==> src/rtl/core/cdc_pkg.sv <==
// Package for the calendar day counter: transaction types, calendar constants
// and the leap-year and month-length functions.
// No dependencies.
package cdc_pkg;

   typedef enum logic {
      FUNC_ADVANCE = 1'b0,
      FUNC_LOAD    = 1'b1
   } func_type;

   typedef struct packed {
      func_type           func;
      logic [4:0]         load_day;
      logic [3:0]         load_month;
      logic signed [15:0] load_year;
      logic [23:0]        load_day_number;
   } item_type;

   typedef struct packed {
      logic [4:0]         day;
      logic [3:0]         month;
      logic signed [15:0] year;
      logic [23:0]        day_number;
   } date_type;

   localparam logic [4:0]         RESET_DAY        = 5'd1;
   localparam logic [3:0]         RESET_MONTH      = 4'd1;
   localparam logic signed [15:0] RESET_YEAR       = -16'sd4713;
   localparam logic [23:0]        RESET_DAY_NUMBER = 24'd0;

   localparam logic signed [15:0] YEAR_MAX         = 16'sd32767;
   localparam logic signed [15:0] REFORM_YEAR      = 16'sd1582;
   localparam logic [3:0]         REFORM_MONTH     = 4'd10;
   localparam logic [4:0]         REFORM_LAST_DAY  = 5'd4;
   localparam logic [4:0]         REFORM_NEXT_DAY  = 5'd15;
   localparam logic [3:0]         MONTHS_PER_YEAR  = 4'd12;
   localparam logic [3:0]         FEBRUARY         = 4'd2;
   localparam logic [4:0]         LEAP_FEB_DAYS    = 5'd29;

   // Multiplicative inverse of 25 mod 2^16; y is a multiple of 25 exactly
   // when y * inverse mod 2^16 is at most (2^16 - 1) / 25.
   localparam logic [15:0] INV_25      = 16'h5C29;
   localparam logic [15:0] DIV25_LIMIT = 16'(65535 / 25);

   // Months 0 and 13..15 count as 31 days.
   localparam logic [4:0] MONTH_LEN [16] = '{
      5'd31, 5'd31, 5'd28, 5'd31, 5'd30, 5'd31, 5'd30, 5'd31,
      5'd31, 5'd30, 5'd31, 5'd30, 5'd31, 5'd31, 5'd31, 5'd31
   };

   function automatic logic is_leap(logic signed [15:0] year);
      logic [15:0] mag;
      logic [31:0] prod;
      logic        div25;
      logic        leap;
      mag   = 16'(-year);
      prod  = 32'(16'(year)) * 32'(INV_25);
      div25 = (prod[15:0] <= DIV25_LIMIT);
      priority if (year[15]) begin
         leap = (mag[1:0] == 2'b01);
      end else if (year <= REFORM_YEAR) begin
         leap = (year[1:0] == 2'b00);
      end else begin
         leap = ((year[1:0] == 2'b00) && !div25) || ((year[3:0] == 4'b0000) && div25);
      end
      return leap;
   endfunction

   function automatic logic [4:0] days_in(logic [3:0] month, logic signed [15:0] year);
      logic [4:0] len;
      if ((month == FEBRUARY) && is_leap(year)) begin
         len = LEAP_FEB_DAYS;
      end else begin
         len = MONTH_LEN[month];
      end
      return len;
   endfunction

endpackage

==> src/rtl/core/calendar_day_counter.sv <==
// Top level of the calendar day counter: input register, next-date logic and
// result register. Depends on cdc_pkg, cdc_in_reg, cdc_next_date, cdc_out_reg.
//
//   channel  ports                                  direction
//   req      req_valid/req_ready, req_func, req_load_*   in
//   rsp      rsp_valid/rsp_ready, rsp_day .. rsp_overflow out
//
// One transaction per cycle unless rsp stalls; rsp_valid rises once a req moves on
// into the result register. The date update between the registers is combinational.
// Reset: date 1 January 4713 BC, day number 0, both stages empty.
// A stalled rsp holds the result register; req stays open while the input
// register is empty or its transaction can move on in the same cycle.
module calendar_day_counter (
   input  logic               clock,
   input  logic               reset,
   input  logic               req_valid,
   output logic               req_ready,
   input  logic               req_func,
   input  logic [4:0]         req_load_day,
   input  logic [3:0]         req_load_month,
   input  logic signed [15:0] req_load_year,
   input  logic [23:0]        req_load_day_number,
   output logic               rsp_valid,
   input  logic               rsp_ready,
   output logic [4:0]         rsp_day,
   output logic [3:0]         rsp_month,
   output logic signed [15:0] rsp_year,
   output logic [23:0]        rsp_day_number,
   output logic               rsp_overflow
);

   cdc_pkg::item_type req_item;
   cdc_pkg::item_type item;
   logic              item_valid;
   logic              item_move;
   logic              out_free;
   cdc_pkg::date_type cur;
   cdc_pkg::date_type next;
   logic              next_overflow;

   assign req_item.func            = cdc_pkg::func_type'(req_func);
   assign req_item.load_day        = req_load_day;
   assign req_item.load_month      = req_load_month;
   assign req_item.load_year       = req_load_year;
   assign req_item.load_day_number = req_load_day_number;

   cdc_in_reg u_in_reg (
      .clock      (clock),
      .reset      (reset),
      .req_valid  (req_valid),
      .req_ready  (req_ready),
      .req_item   (req_item),
      .out_free   (out_free),
      .item_valid (item_valid),
      .item_move  (item_move),
      .item       (item)
   );

   cdc_next_date u_next_date (
      .cur      (cur),
      .item     (item),
      .next     (next),
      .overflow (next_overflow)
   );

   cdc_out_reg u_out_reg (
      .clock         (clock),
      .reset         (reset),
      .item_move     (item_move),
      .next          (next),
      .next_overflow (next_overflow),
      .rsp_ready     (rsp_ready),
      .rsp_valid     (rsp_valid),
      .out_free      (out_free),
      .cur           (cur),
      .overflow      (rsp_overflow)
   );

   assign rsp_day        = cur.day;
   assign rsp_month      = cur.month;
   assign rsp_year       = cur.year;
   assign rsp_day_number = cur.day_number;

`ifndef SYNTH
   a_state_moves_with_item: assert property (@(posedge clock) disable iff (reset)
      (!$past(reset) && !$stable(rsp_day_number)) |-> $past(item_move && item_valid))
      else $error("day number changed without a transaction");

   a_overflow_holds_count: assert property (@(posedge clock) disable iff (reset)
      (item_move && next_overflow) |=> $stable(rsp_day_number))
      else $error("refused advance changed the day number");

   a_advance_counts_one: assert property (@(posedge clock) disable iff (reset)
      (item_move && (item.func == cdc_pkg::FUNC_ADVANCE) && !next_overflow)
      |=> (rsp_day_number == 24'($past(rsp_day_number) + 24'd1)))
      else $error("advance did not add one to the day number");
`endif

endmodule

==> src/rtl/core/cdc_in_reg.sv <==
// Input register of the calendar day counter: holds one request transaction.
// Depends on cdc_pkg.
module cdc_in_reg (
   input  logic              clock,
   input  logic              reset,
   input  logic              req_valid,
   output logic              req_ready,
   input  cdc_pkg::item_type req_item,
   input  logic              out_free,
   output logic              item_valid,
   output logic              item_move,
   output cdc_pkg::item_type item
);

   logic              valid_ff;
   logic              valid_in;
   cdc_pkg::item_type item_ff;

   assign item_move = valid_ff && out_free;
   assign req_ready = !valid_ff || out_free;
   assign valid_in  = (req_valid && req_ready) || (valid_ff && !out_free);

   always_ff @(posedge clock) begin
      if (reset) begin
         valid_ff <= 1'b0;
      end else begin
         valid_ff <= valid_in;
      end
   end

   always_ff @(posedge clock) begin
      if (req_valid && req_ready) begin
         item_ff <= req_item;
      end
   end

   assign item_valid = valid_ff;
   assign item       = item_ff;

endmodule

==> src/rtl/core/cdc_next_date.sv <==
// Next-date logic of the calendar day counter: load, one-day advance with the
// calendar reform gap, year skip and year-limit check.
// Depends on cdc_pkg.
module cdc_next_date (
   input  cdc_pkg::date_type cur,
   input  cdc_pkg::item_type item,
   output cdc_pkg::date_type next,
   output logic              overflow
);

   logic                    gap;
   logic [4:0]              dim;
   logic [5:0]              day_inc;
   logic                    day_carry;
   logic [4:0]              month_inc;
   logic                    year_carry;
   logic signed [15:0]      year_inc;
   logic                    at_limit;
   cdc_pkg::date_type       adv;

   always_comb begin
      gap        = (cur.day == cdc_pkg::REFORM_LAST_DAY) && (cur.month == cdc_pkg::REFORM_MONTH)
                   && (cur.year == cdc_pkg::REFORM_YEAR);
      dim        = cdc_pkg::days_in(cur.month, cur.year);
      day_inc    = {1'b0, cur.day} + 6'd1;
      day_carry  = (day_inc > {1'b0, dim});
      month_inc  = day_carry ? ({1'b0, cur.month} + 5'd1) : {1'b0, cur.month};
      year_carry = (month_inc > {1'b0, cdc_pkg::MONTHS_PER_YEAR});
      year_inc   = (cur.year == -16'sd1) ? 16'sd1 : 16'(cur.year + 16'sd1);
      at_limit   = !gap && year_carry && (cur.year == cdc_pkg::YEAR_MAX);

      adv = cur;
      adv.day_number = 24'(cur.day_number + 24'd1);
      if (gap) begin
         adv.day = cdc_pkg::REFORM_NEXT_DAY;
      end else begin
         adv.day   = day_carry ? 5'd1 : day_inc[4:0];
         adv.month = year_carry ? 4'd1 : month_inc[3:0];
         adv.year  = year_carry ? year_inc : cur.year;
      end

      overflow = 1'b0;
      unique case (item.func)
         cdc_pkg::FUNC_LOAD: begin
            next.day        = item.load_day;
            next.month      = item.load_month;
            next.year       = item.load_year;
            next.day_number = item.load_day_number;
         end
         cdc_pkg::FUNC_ADVANCE: begin
            overflow = at_limit;
            next     = at_limit ? cur : adv;
         end
         default: begin
            next = cur;
         end
      endcase
   end

endmodule

==> src/rtl/core/cdc_out_reg.sv <==
// Result register of the calendar day counter; the held date is also the
// counter state. Depends on cdc_pkg.
module cdc_out_reg (
   input  logic              clock,
   input  logic              reset,
   input  logic              item_move,
   input  cdc_pkg::date_type next,
   input  logic              next_overflow,
   input  logic              rsp_ready,
   output logic              rsp_valid,
   output logic              out_free,
   output cdc_pkg::date_type cur,
   output logic              overflow
);

   logic              valid_ff;
   logic              valid_in;
   cdc_pkg::date_type date_ff;
   logic              overflow_ff;

   assign out_free = !valid_ff || rsp_ready;
   assign valid_in = item_move || (valid_ff && !rsp_ready);

   always_ff @(posedge clock) begin
      if (reset) begin
         valid_ff           <= 1'b0;
         overflow_ff        <= 1'b0;
         date_ff.day        <= cdc_pkg::RESET_DAY;
         date_ff.month      <= cdc_pkg::RESET_MONTH;
         date_ff.year       <= cdc_pkg::RESET_YEAR;
         date_ff.day_number <= cdc_pkg::RESET_DAY_NUMBER;
      end else begin
         valid_ff <= valid_in;
         if (item_move) begin
            date_ff     <= next;
            overflow_ff <= next_overflow;
         end
      end
   end

   assign rsp_valid = valid_ff;
   assign cur       = date_ff;
   assign overflow  = overflow_ff;

endmodule
==> config.mk <==
export PLATFORM = sky130hd
export DESIGN_NAME = calendar_day_counter
export DESIGN_NICKNAME = d
export VERILOG_FILES = /design/src/rtl/core/cdc_pkg.sv /design/src/rtl/core/calendar_day_counter.sv /design/src/rtl/core/cdc_in_reg.sv /design/src/rtl/core/cdc_next_date.sv /design/src/rtl/core/cdc_out_reg.sv
export SDC_FILE = /design/constraint.sdc
export NUM_CORES = 1
export LEC_CHECK = 0
export BUFFER_PORTS_ARGS = -buffer_cell sky130_fd_sc_hd__clkbuf_2
export CELL_PAD_IN_SITES_DETAIL_PLACEMENT = 0
export CELL_PAD_IN_SITES_GLOBAL_PLACEMENT = 1
export CORE_ASPECT_RATIO = 0.75
export CORE_MARGIN = 2
export CORE_UTILIZATION = 44
export CTS_CLUSTER_DIAMETER = 40
export DETAILED_ROUTE_END_ITERATION = 10
export PLACE_DENSITY_LB_ADDON = 0.1
export REMOVE_ABC_BUFFERS = 1
export SLEW_MARGIN = 40
export SYNTH_ARGS = -nofsm -noshare
export SYNTH_HDL_FRONTEND = slang
export SYNTH_SLANG_ARGS = --single-unit
==> constraint.sdc <==
create_clock -name clock -period 20.6 [get_ports clock]
set_input_delay 3.09 -clock clock [delete_from_list [all_inputs] [get_ports clock]]
set_output_delay 3.09 -clock clock [all_outputs]
set_load 0.02 [all_outputs]
-- Word-level counts from Yosys, hierarchy flattened
Memories as Yosys holds them, arrays and structs flattened.
Index checks and enable logic that the tools add are counted.
Widths: inputs -> output; s select.
- output and inout bits: 52
- flip-flop bits (word level): 102
- memories: 1
- word-level logic and storage cells: 78
- ROM bits: 80
- input bits: 54
- memories (name ; words ; width ; rd ports ; clocked after memory_dff ; wr ports ; line ; RTL):
    (name not given) ; 16 ; 5 ; 1 ; 0 ; 0 ; cdc_pkg.sv:74 ; len = MONTH_LEN[month];
- multiplexer cells: 15
- multipliers: 1
- bitwise logic cells: 2
- equal/unequal tests: 10
- $add $sub $neg: 5
- reductions and logical operators: 27
- magnitude comparators: 5
- operators with widths (cell ; number):
    $pmux 49 s2 ; 1
    $mux 49 ; 1
    $le 16x12->1 const B ; 2
    $mux 16 ; 2
    $mux 5 ; 6
    $add 24x1->24 const B ; 1
    $mux 20 ; 1
    $add 16x2->16 const B ; 1
    $eq 16x1->1 const B ; 1
    $eq 16x12->1 const B ; 1
    $eq 16x16->1 const B ; 1
    $mul 16x16->16 const B ; 1
    $logic_and 1x1->1 ; 11
    $add 5x1->6 const B ; 1
    $gt 6x5->1 ; 1
    $logic_not 1->1 ; 6
    $add 4x1->5 const B ; 1
    $eq 5x3->1 const B ; 1
    $ge 5x5->1 const B ; 1
    $gt 5x4->1 const B ; 1
    $logic_or 1x1->1 ; 5
    $not 4->5 ; 1
    $eq 4x2->1 const B ; 1
    $eq 4x4->1 const B ; 1
    12 further kinds ; 15

-- Depth between registers and ports, before layout
Gate-level depths: netlist of the first run.
- word-level depth: 16
- mapped depth: 30
- mapped depth without buffers: 27

-- Hierarchy
From an unflattened synthesis of the first run, not the netlist that was laid out.
- cell total of the unflattened synthesis: 732
- area, all modules: 7357.1 um^2
- by module, submodules not included (module ; times used ; area an instance (um^2) ; cells an instance):
    cdc_next_date ; 1 ; 3920.0 ; 509
    cdc_out_reg ; 1 ; 1873.0 ; 167
    cdc_in_reg ; 1 ; 1564.0 ; 56

-- Worst setup path after synthesis of the first run
Ideal clock, no wire load.
- path type: flip-flop to flip-flop
- start point: register u_out_reg.date_ff, in the netlist u_out_reg.cur[28]
- end point: register u_out_reg.date_ff, in the netlist u_out_reg.cur[43]
- slack: 13963 ps
- library setup time: 59 ps
- buffers on the path: 1
- stages on the path, launching flop included: 26
- arrival time: 6579 ps
- required time: 20541 ps
- cells stage by stage: dfxtp_1 fa_1 ha_1 ha_1 inv_1 fa_1 fa_1 fa_1 inv_1 ha_1 nor2_1 xnor3_1 xnor2_1 xnor2_1 o311ai_0 a21oi_1 a31oi_1 ha_1 a21boi_2 o211ai_2 o21a_1 buf_6 o211a_1 or3_1 a311oi_2 a31o_1
- longest elaborated chain between the ends: 16
- elaborated cells between the ends (all ways): 27
- classes of those cells: mul (1); order compare (4); eq/ne (4); mux (8); reduce/logical (10)
- ends and longest elaborated chain (item ; line ; RTL):
    start, declared ; cdc_out_reg.sv:18 ; cdc_pkg::date_type date_ff;
    start signal, assigned ; cdc_out_reg.sv:35 ; date_ff <= next;
    $mul 16x16->16 ; cdc_pkg.sv:57 ; prod = 32'(16'(year)) * 32'(INV_25);
    $le 16x12->1 ; cdc_pkg.sv:58 ; div25 = (prod[15:0] <= DIV25_LIMIT);
    $logic_not 1->1 ; cdc_pkg.sv:64 ; leap = ((year[1:0] == 2'b00) && !div25) || ((year[3:0] == 4'b0000) && div25);
    $logic_and 1x1->1 ; cdc_pkg.sv:64 ;
    $logic_or 1x1->1 ; cdc_pkg.sv:64 ;
    $mux 1 ; cdc_pkg.sv:61 ; end else if (year <= REFORM_YEAR) begin
    $mux 1 ; cdc_pkg.sv:59 ; priority if (year[15]) begin
    $logic_and 1x1->1 ; cdc_pkg.sv:71 ; if ((month == FEBRUARY) && is_leap(year)) begin
    $mux 5 ; cdc_pkg.sv:71 ;
    $gt 6x5->1 ; cdc_next_date.sv:26 ; day_carry = (day_inc > {1'b0, dim});
    $mux 5 ; cdc_next_date.sv:27 ; month_inc = day_carry ? ({1'b0, cur.month} + 5'd1) : {1'b0, cur.month};
    $gt 5x4->1 ; cdc_next_date.sv:28 ; year_carry = (month_inc > {1'b0, cdc_pkg::MONTHS_PER_YEAR});
    $mux 4 / $logic_and 1x1->1 (equally long branches) ; cdc_next_date.sv:38, cdc_next_date.sv:30 ;
    $mux 20 / $logic_and 1x1->1 (equally long branches) ; cdc_next_date.sv:34, cdc_next_date.sv:30 ;
    $mux 49 / $ne 2x2->1 (equally long branches) ; -- ;
    $pmux 49 s2 / $reduce_and 3->1 (equally long branches) ; -- ;
Several ways; a longest one is shown, not always the timed one. The select of a mux whose other input is x is not followed.
A chain may end at the register's enable or synchronous reset.

-- Worst setup path after layout of the first run
- start point: register u_out_reg.date_ff, in the netlist u_out_reg.cur[28]
- end point: register u_out_reg.date_ff, in the netlist u_out_reg.cur[30]
- longest elaborated chain between the ends: 16
- elaborated cells between the ends (all ways): 31
- classes of those cells: add/sub (1); mul (1); order compare (4); eq/ne (6); mux (9); reduce/logical (10)
- ends and longest elaborated chain (item ; line ; RTL):
    $mul 16x16->16 ; cdc_pkg.sv:57 ;
    $le 16x12->1 ; cdc_pkg.sv:58 ;
    $logic_not 1->1 ; cdc_pkg.sv:64 ;
    $logic_and 1x1->1 ; cdc_pkg.sv:64 ;
    $logic_or 1x1->1 ; cdc_pkg.sv:64 ;
    $mux 1 ; cdc_pkg.sv:61 ;
    $mux 1 ; cdc_pkg.sv:59 ;
    $logic_and 1x1->1 ; cdc_pkg.sv:71 ;
    $mux 5 ; cdc_pkg.sv:71 ;
    $gt 6x5->1 ; cdc_next_date.sv:26 ;
    $mux 5 ; cdc_next_date.sv:27 ;
    $gt 5x4->1 ; cdc_next_date.sv:28 ;
    $logic_and 1x1->1 (2 in series) ; cdc_next_date.sv:30 ; at_limit = !gap && year_carry && (cur.year == cdc_pkg::YEAR_MAX);
    $ne 2x2->1 (no line) ; -- ;
    $reduce_and 4->1 (no line) ; -- ;
Several ways; a longest one is shown, not always the timed one. The select of a mux whose other input is x is not followed.

==> flow_summary.ini, run 1 <==
[placement]
post_dp_cell_area_sq_um = 7510
portBuffers = 105
place_hpwl_mm = 12.9
globalplace.congestion = 0.902

[critical_path]
crit_fanout = 25
cp-end-kind = register
crit_slowest_cell = dfxtp_1
rr_startpoint = u_out_reg.cur[28]$_SDFFE_PP1P_
crit_type = reg -> reg
r2r-end = u_out_reg.cur[30]$_SDFFE_PP0P_
rr_worst_depth = 25
critPathRequiredTime_ps = 20830
critPathTopFamily = adder cells
cp.buffers_inverters = 3
r2r_slack_ps = 12900
start_kind = register
cp.arrival_ps = 7920
cp_slowest_stage_delay_ps = 640

[sta]
worst_slew_margin_rel_pct = 47.1
slew_violations = 0
rsz0062_at_grt = false
finalCritPeriodShare_pct = 37.4
finalCriticalPeriod_ps = 7700
tns_ps = 0
setup_viol = 0
max_freq_mhz = 130
fin_worst_skew_ps = 10.5
worst_slew_pin_slew_ps = 789
final-hold-violation-count = 0

[clock_network]
post_cts_resized = 0
clock-root-buffer = clkbuf_16
cts_tree = yes
cts.clk_slew.worst_paths_ps = 80
cts_setup_buffers = 0
cts_buffers = 9
cts_sinks = 102
clockBufferDepth = 2
cts_hold_buf = 0
insertion_delay_ps = 340
cts_max_level = 3

[routing]
ant_nets = 0
viasPerCell = 5.60
routedWlPerCell_microns = 17.9
dr.pass1.iters = 5
totalWireLength_mm = 18.1
route.detailed.drc = 0
via_count = 5680
drt_iter0_markers = 508

[synthesis]
async_reset_ff_share_pct = 0
yosys_most_used_dff = dfxtp_1
synth_area_sq_um = 6830
ys_top_cells_by_count = ha_1, nand2_1, inv_1
syn_inst = 716
yosysUniqueCellTypes = 70
synth_edf_count = 50
yosysWarnings = 0
synth.most_common_cell = ha_1
yosysTopAreaCellShare_pct = 22.0
syn_avg_cell_area_sq_um = 9.54
ys_seq_elements = 102
yosysSeqAreaShare_pct = 37.2
yosysTopAreaCell = edfxtp_1
yosys-top-cells-area = edfxtp_1, dfxtp_1, ha_1

[min_path]
min_path_type = reg -> reg
hold_path_end = u_out_reg.overflow$_SDFFE_PP0P_
hp-start = u_out_reg.overflow$_SDFFE_PP0P_
worstHoldPathCells = 2

[finish]
finish.utilization_pct = 51.3
n_antenna_cell = 0
drive_above_1_share_pct = 18.0
stdcell_area_sq_um = 7810
fin_nets = 949
areaGrowthSynthToFinish_pct = 14.3

[floorplanning]
die_h_microns = 112
dieArea_sq_um = 16500
initial_core_util_pct = 44.9
rows = 39
core_sq_um = 15200
ioPinCount = 106
die_w_microns = 148

[grt]
grt_max_degree = 88
grt_pass1_wl_mm = 29.7
grt.total_usage_pct = 22.5
first_global_vias = 5546
antenna_found_initial = 0
grt_overflow_total = 0

[power]
p_leak_nw = 3.31
vdd_drop_max_mv = 0.0541
powerDensity_nw_per_um2 = 77.9

[status]
status = finished clean

[job]
drv_cap = 0
cells by family (layout without fill, tap and decap cells):
family                   after synthesis  count (layout)  synth area share (%)
AND/OR/NAND/NOR                      203             203                  14.6
adder cells (fa/ha/maj)               90              90                  18.4
buffers and inverters                 90             184                  5.28
AO/OA/AOI/OAI                        197             197                  19.7
multiplexers                           6               6                 0.879
XOR/XNOR                              28              28                  4.01
flip-flops                           102             102                  37.2
worst reg2reg max path, cell delays in order (launching register included):
cell	delay, ps
dfxtp_1	640
fa_1	510
ha_1	280
ha_1	280
inv_1	50
fa_1	500
fa_1	540
fa_1	540
inv_1	40
ha_1	340
nor2_1	140
xnor3_1	330
xnor2_1	210
xnor2_1	140
o311ai_0	150
a21oi_1	170
a31oi_1	100
ha_1	290
a21boi_2	210
o211ai_2	160
o211ai_1	300
o2111ai_1	230
o21ai_2	550
buf_4	410
nor4_1	100
or3_1	380
cell type report:
| class | instances | area, sq um |
|---|---|---|
| Clock buffer | 9 | 225 |
| Fill cell | 1444 | 7420 |
| Sequential cell | 102 | 2540 |
| Clock inverter | 7 | 67.6 |
| Tap cell | 205 | 256 |
| Multi-Input combinational cell | 524 | 3940 |
| Inverter | 59 | 221 |
| Timing Repair Buffer | 109 | 559 |
worst max path at each step:
stage	depth (start not counted)	end	startpoint
after floorplan	24	u_out_reg.cur[26]$_SDFFE_PP1P_	u_out_reg.cur[28]$_SDFFE_PP1P_
final	25	u_out_reg.cur[30]$_SDFFE_PP0P_	u_out_reg.cur[28]$_SDFFE_PP1P_
after global routing	28	u_out_reg.cur[30]$_SDFFE_PP0P_	u_out_reg.cur[25]$_SDFFE_PP1P_
after global placement	24	u_out_reg.cur[36]$_SDFFE_PP0P_	u_out_reg.cur[28]$_SDFFE_PP1P_
after detailed placement	25	u_out_reg.cur[30]$_SDFFE_PP0P_	u_out_reg.cur[28]$_SDFFE_PP1P_
after CTS	25	u_out_reg.cur[30]$_SDFFE_PP0P_	u_out_reg.cur[28]$_SDFFE_PP1P_
cell usage in the layout, fill, tap and decap left out, drive strengths merged, types with 4 or more instances in the layout:
master     n
a211oi    10
a21o       8
a21oi     47
a22o       8
a22oi      8
a31oi      9
and2       8
and3      12
buf        4
clkbuf   114
dfxtp     52
edfxtp    50
fa        17
ha        73
inv       62
mux2i      6
nand2     71
nand2b     5
nand3     19
nand4      5
nor2      46
nor2b      5
nor3       9
nor4       6
o2111ai    4
o211ai    19
o21ai     42
o311ai     4
o31ai     14
or3        6
xnor2     21
xor2       6
metrics by stage:
stage          hold WS [ps]  std cells  power (mW)  worst slack [ps]
2_1_floorplan           494        685       0.393             13210
3_3_place_gp            446        999       0.440             13060
3_5_place_dp            457        999       0.445             12930
4_1_cts                 474       1015       0.613             12900
5_1_grt                 523       1015       0.649             12380
6_report                467       1015       0.608             12900
routing by layer:
layer / track usage, % / vias to the layer above / wire [microns] / share of wire [%]
met2: 33.6 / 155 / 7860 / 43
met4: 4.95 / 0 / 184 / 1.0
met1: 33.7 / 2730 / 9120 / 50
li1: - / 2783 / - / -
met3: 4.67 / 12 / 979 / 5.4
met5: 0 / - / 0 / 0
flip-flops by register name, indices dropped and copies added, names as in the netlist:
register / cells
u_out_reg.cur: 49
u_in_reg.item_valid: 1
u_out_reg.overflow: 1
u_out_reg.rsp_valid: 1
u_in_reg.item: 50
report_power, final:
group | total (mW) | switching, mW | internal, mW
sequential | 0.236 | 0.0121 | 0.224
clock | 0.167 | 0.0824 | 0.0848
combinational | 0.205 | 0.113 | 0.0924
(Power assumes the default switching activity.)
==> run 2, diff against run 1 <==
CORE_UTILIZATION = 40   (was 44)
clock period = 6.9 ns   (was 20.6 ns; I/O delays follow)
==> flow_summary.ini, run 2 (synthesized netlist as in run 1, its figures left out) <==
[clock_network]
insertion_delay_ps = 360
cts_tree = yes
cts_buffers = 9
cts.clk_slew.worst_paths_ps = 80
cts_sinks = 102
cts_max_level = 3
clockBufferDepth = 2
clock-root-buffer = clkbuf_16

[floorplanning]
die_h_microns = 117
core_sq_um = 16800
initial_core_util_pct = 40.7
ioPinCount = 106
dieArea_sq_um = 18100
rows = 41
die_w_microns = 155

[routing]
route.detailed.drc = 0
ant_nets = 0
via_count = 5912
routedWlPerCell_microns = 18.9
dr.pass1.iters = 5
totalWireLength_mm = 20.0
viasPerCell = 5.58
drt_iter0_markers = 504

[critical_path]
critPathTopFamily = adder cells
path_common_cell = fa_1
crit_type = reg -> reg
rr_startpoint = u_out_reg.cur[26]$_SDFFE_PP1P_
cp-end-kind = register
cp.arrival_ps = 6860
critPathLaunch = u_out_reg.cur[26]$_SDFFE_PP1P_
crit_fanout = 16
start_kind = register
cp_slowest_stage_delay_ps = 550
crit_slowest_cell = fa_1
critPathRequiredTime_ps = 7140
cp.buffers_inverters = 4

[sta]
max_freq_mhz = 151
final-hold-violation-count = 0
setup_viol = 0
worst_slew_margin_rel_pct = 44.9
rsz0062_at_grt = true
fin_ws_ps = 277
worst_slew_pin_slew_ps = 827
slew_violations = 0
tns_ps = 0
fin_worst_skew_ps = 10.7
finalCriticalPeriod_ps = 6620
finalCritPeriodShare_pct = 96.0

[power]
power_mw = 1.91
powerDensity_nw_per_um2 = 231
p_leak_nw = 3.52
vdd_drop_max_mv = 0.121

[finish]
n_antenna_cell = 0
fin_nets = 983
largest_reg_flops = 50
areaGrowthSynthToFinish_pct = 20.7
final_common_cell = clkbuf_2
drive_above_1_share_pct = 22.6
stdcell_area_sq_um = 8250
regArea_sq_um = 2540
final_cell_mix = clkbuf_2, ha_1, nand2_1, inv_1, dfxtp_1
finish.utilization_pct = 49.2
fill_cells = 1571
multi_input_area_sq_um = 4050

[job]
drv_cap = 0

[grt]
grt_pass1_wl_mm = 29.9
grt.total_usage_pct = 21.2
first_global_vias = 5470
grt_overflow_total = 0
antenna_found_initial = 0
grt_max_degree = 70

[placement]
portBuffers = 105
post_dp_cell_area_sq_um = 7720
place_hpwl_mm = 13.6
pre_cts_ws_ps = 27.4
globalplace.congestion = 0.839

[min_path]
hp-start = u_out_reg.overflow$_SDFFE_PP0P_
min_path_type = reg -> reg

[status]
status = finished clean
run 2: cell count changes in the layout (fill, tap and decap cells not counted), moves of 2 or more:
cell | previous run | this run
buf_12 | 0 | 2
buf_4 | 3 | 32
clkbuf_1 | 0 | 2
clkbuf_16 | 9 | 11
clkinv_2 | 0 | 2
clkinvlp_4 | 3 | 0
inv_6 | 2 | 0
o21ai_1 | 7 | 5
o311ai_0 | 4 | 2
xnor2_1 | 21 | 19
xnor2_2 | 0 | 2
run 2: cell type report:
type                            count  share of cell area [%]
Clock inverter                      4                   0.592
Sequential cell                   102                    30.8
Timing Repair Buffer              142                    10.5
Multi-Input combinational cell    525                    49.1
Tap cell                          215                    3.26
Inverter                           59                    2.69
Clock buffer                       12                    2.99
run 2: power by group:
group,leakage (nW),internal (mW),switching [mW],total [mW]
clock network,0.147,0.292,0.237,0.529
registers,0.913,0.668,0.0288,0.696
logic,2.46,0.314,0.366,0.681
total,3.52,1.27,0.633,1.91
run 2: stage by stage:
step | hold slack, ps | cells
global placement | 448 | 1033
floorplan | 494 | 685
CTS | 463 | 1049
finish | 463 | 1059
detailed placement | 452 | 1033
global route | 480 | 1059
run 2: final timing paths:
kind | cells after the start | slack [ps] | end
setup / recovery | 26 | 280 | u_out_reg.cur[30]$_SDFFE_PP0P_
hold / removal | 2 | 460 | u_out_reg.overflow$_SDFFE_PP0P_
hold reg to reg | 2 | 460 | u_out_reg.overflow$_SDFFE_PP0P_
setup reg to reg | 26 | 280 | u_out_reg.cur[30]$_SDFFE_PP0P_
run 2: worst register-to-register path, stage by stage (launching register included):
cell and delay [ps]:
dfxtp_2 350, fa_1 550, ha_1 230, ha_1 270, inv_1 50, fa_1 550
fa_1 440, fa_1 550, inv_1 70, ha_4 240, nor2_2 100, xnor3_1 320
xnor2_1 180, xnor2_1 140, o311ai_1 120, a21oi_1 140, a31oi_1 100, ha_1 290
a21boi_2 190, o211ai_2 180, o211ai_1 230, buf_4 160, o2111ai_4 160, o21ai_4 260
buf_12 190, nor4_1 70, or3_1 380
run 2: per-layer routing:
layer / GRT usage [%] / wire [microns] / up-vias
met4: 5.49 / 204 / 0
met1: 31.2 / 9970 / 2828
met5: 0 / 0 / -
li1: - / - / 2861
met2: 31.6 / 8580 / 203
met3: 4.68 / 1240 / 20
run 2: repair_timing:
action                                 4_1_cts  5_1_grt
setup buffers                                0        7
setup endpoints to repair                    0       50
resized for setup                            0       22
hold buffers                                 0        0
endpoints found under the hold margin        0        0
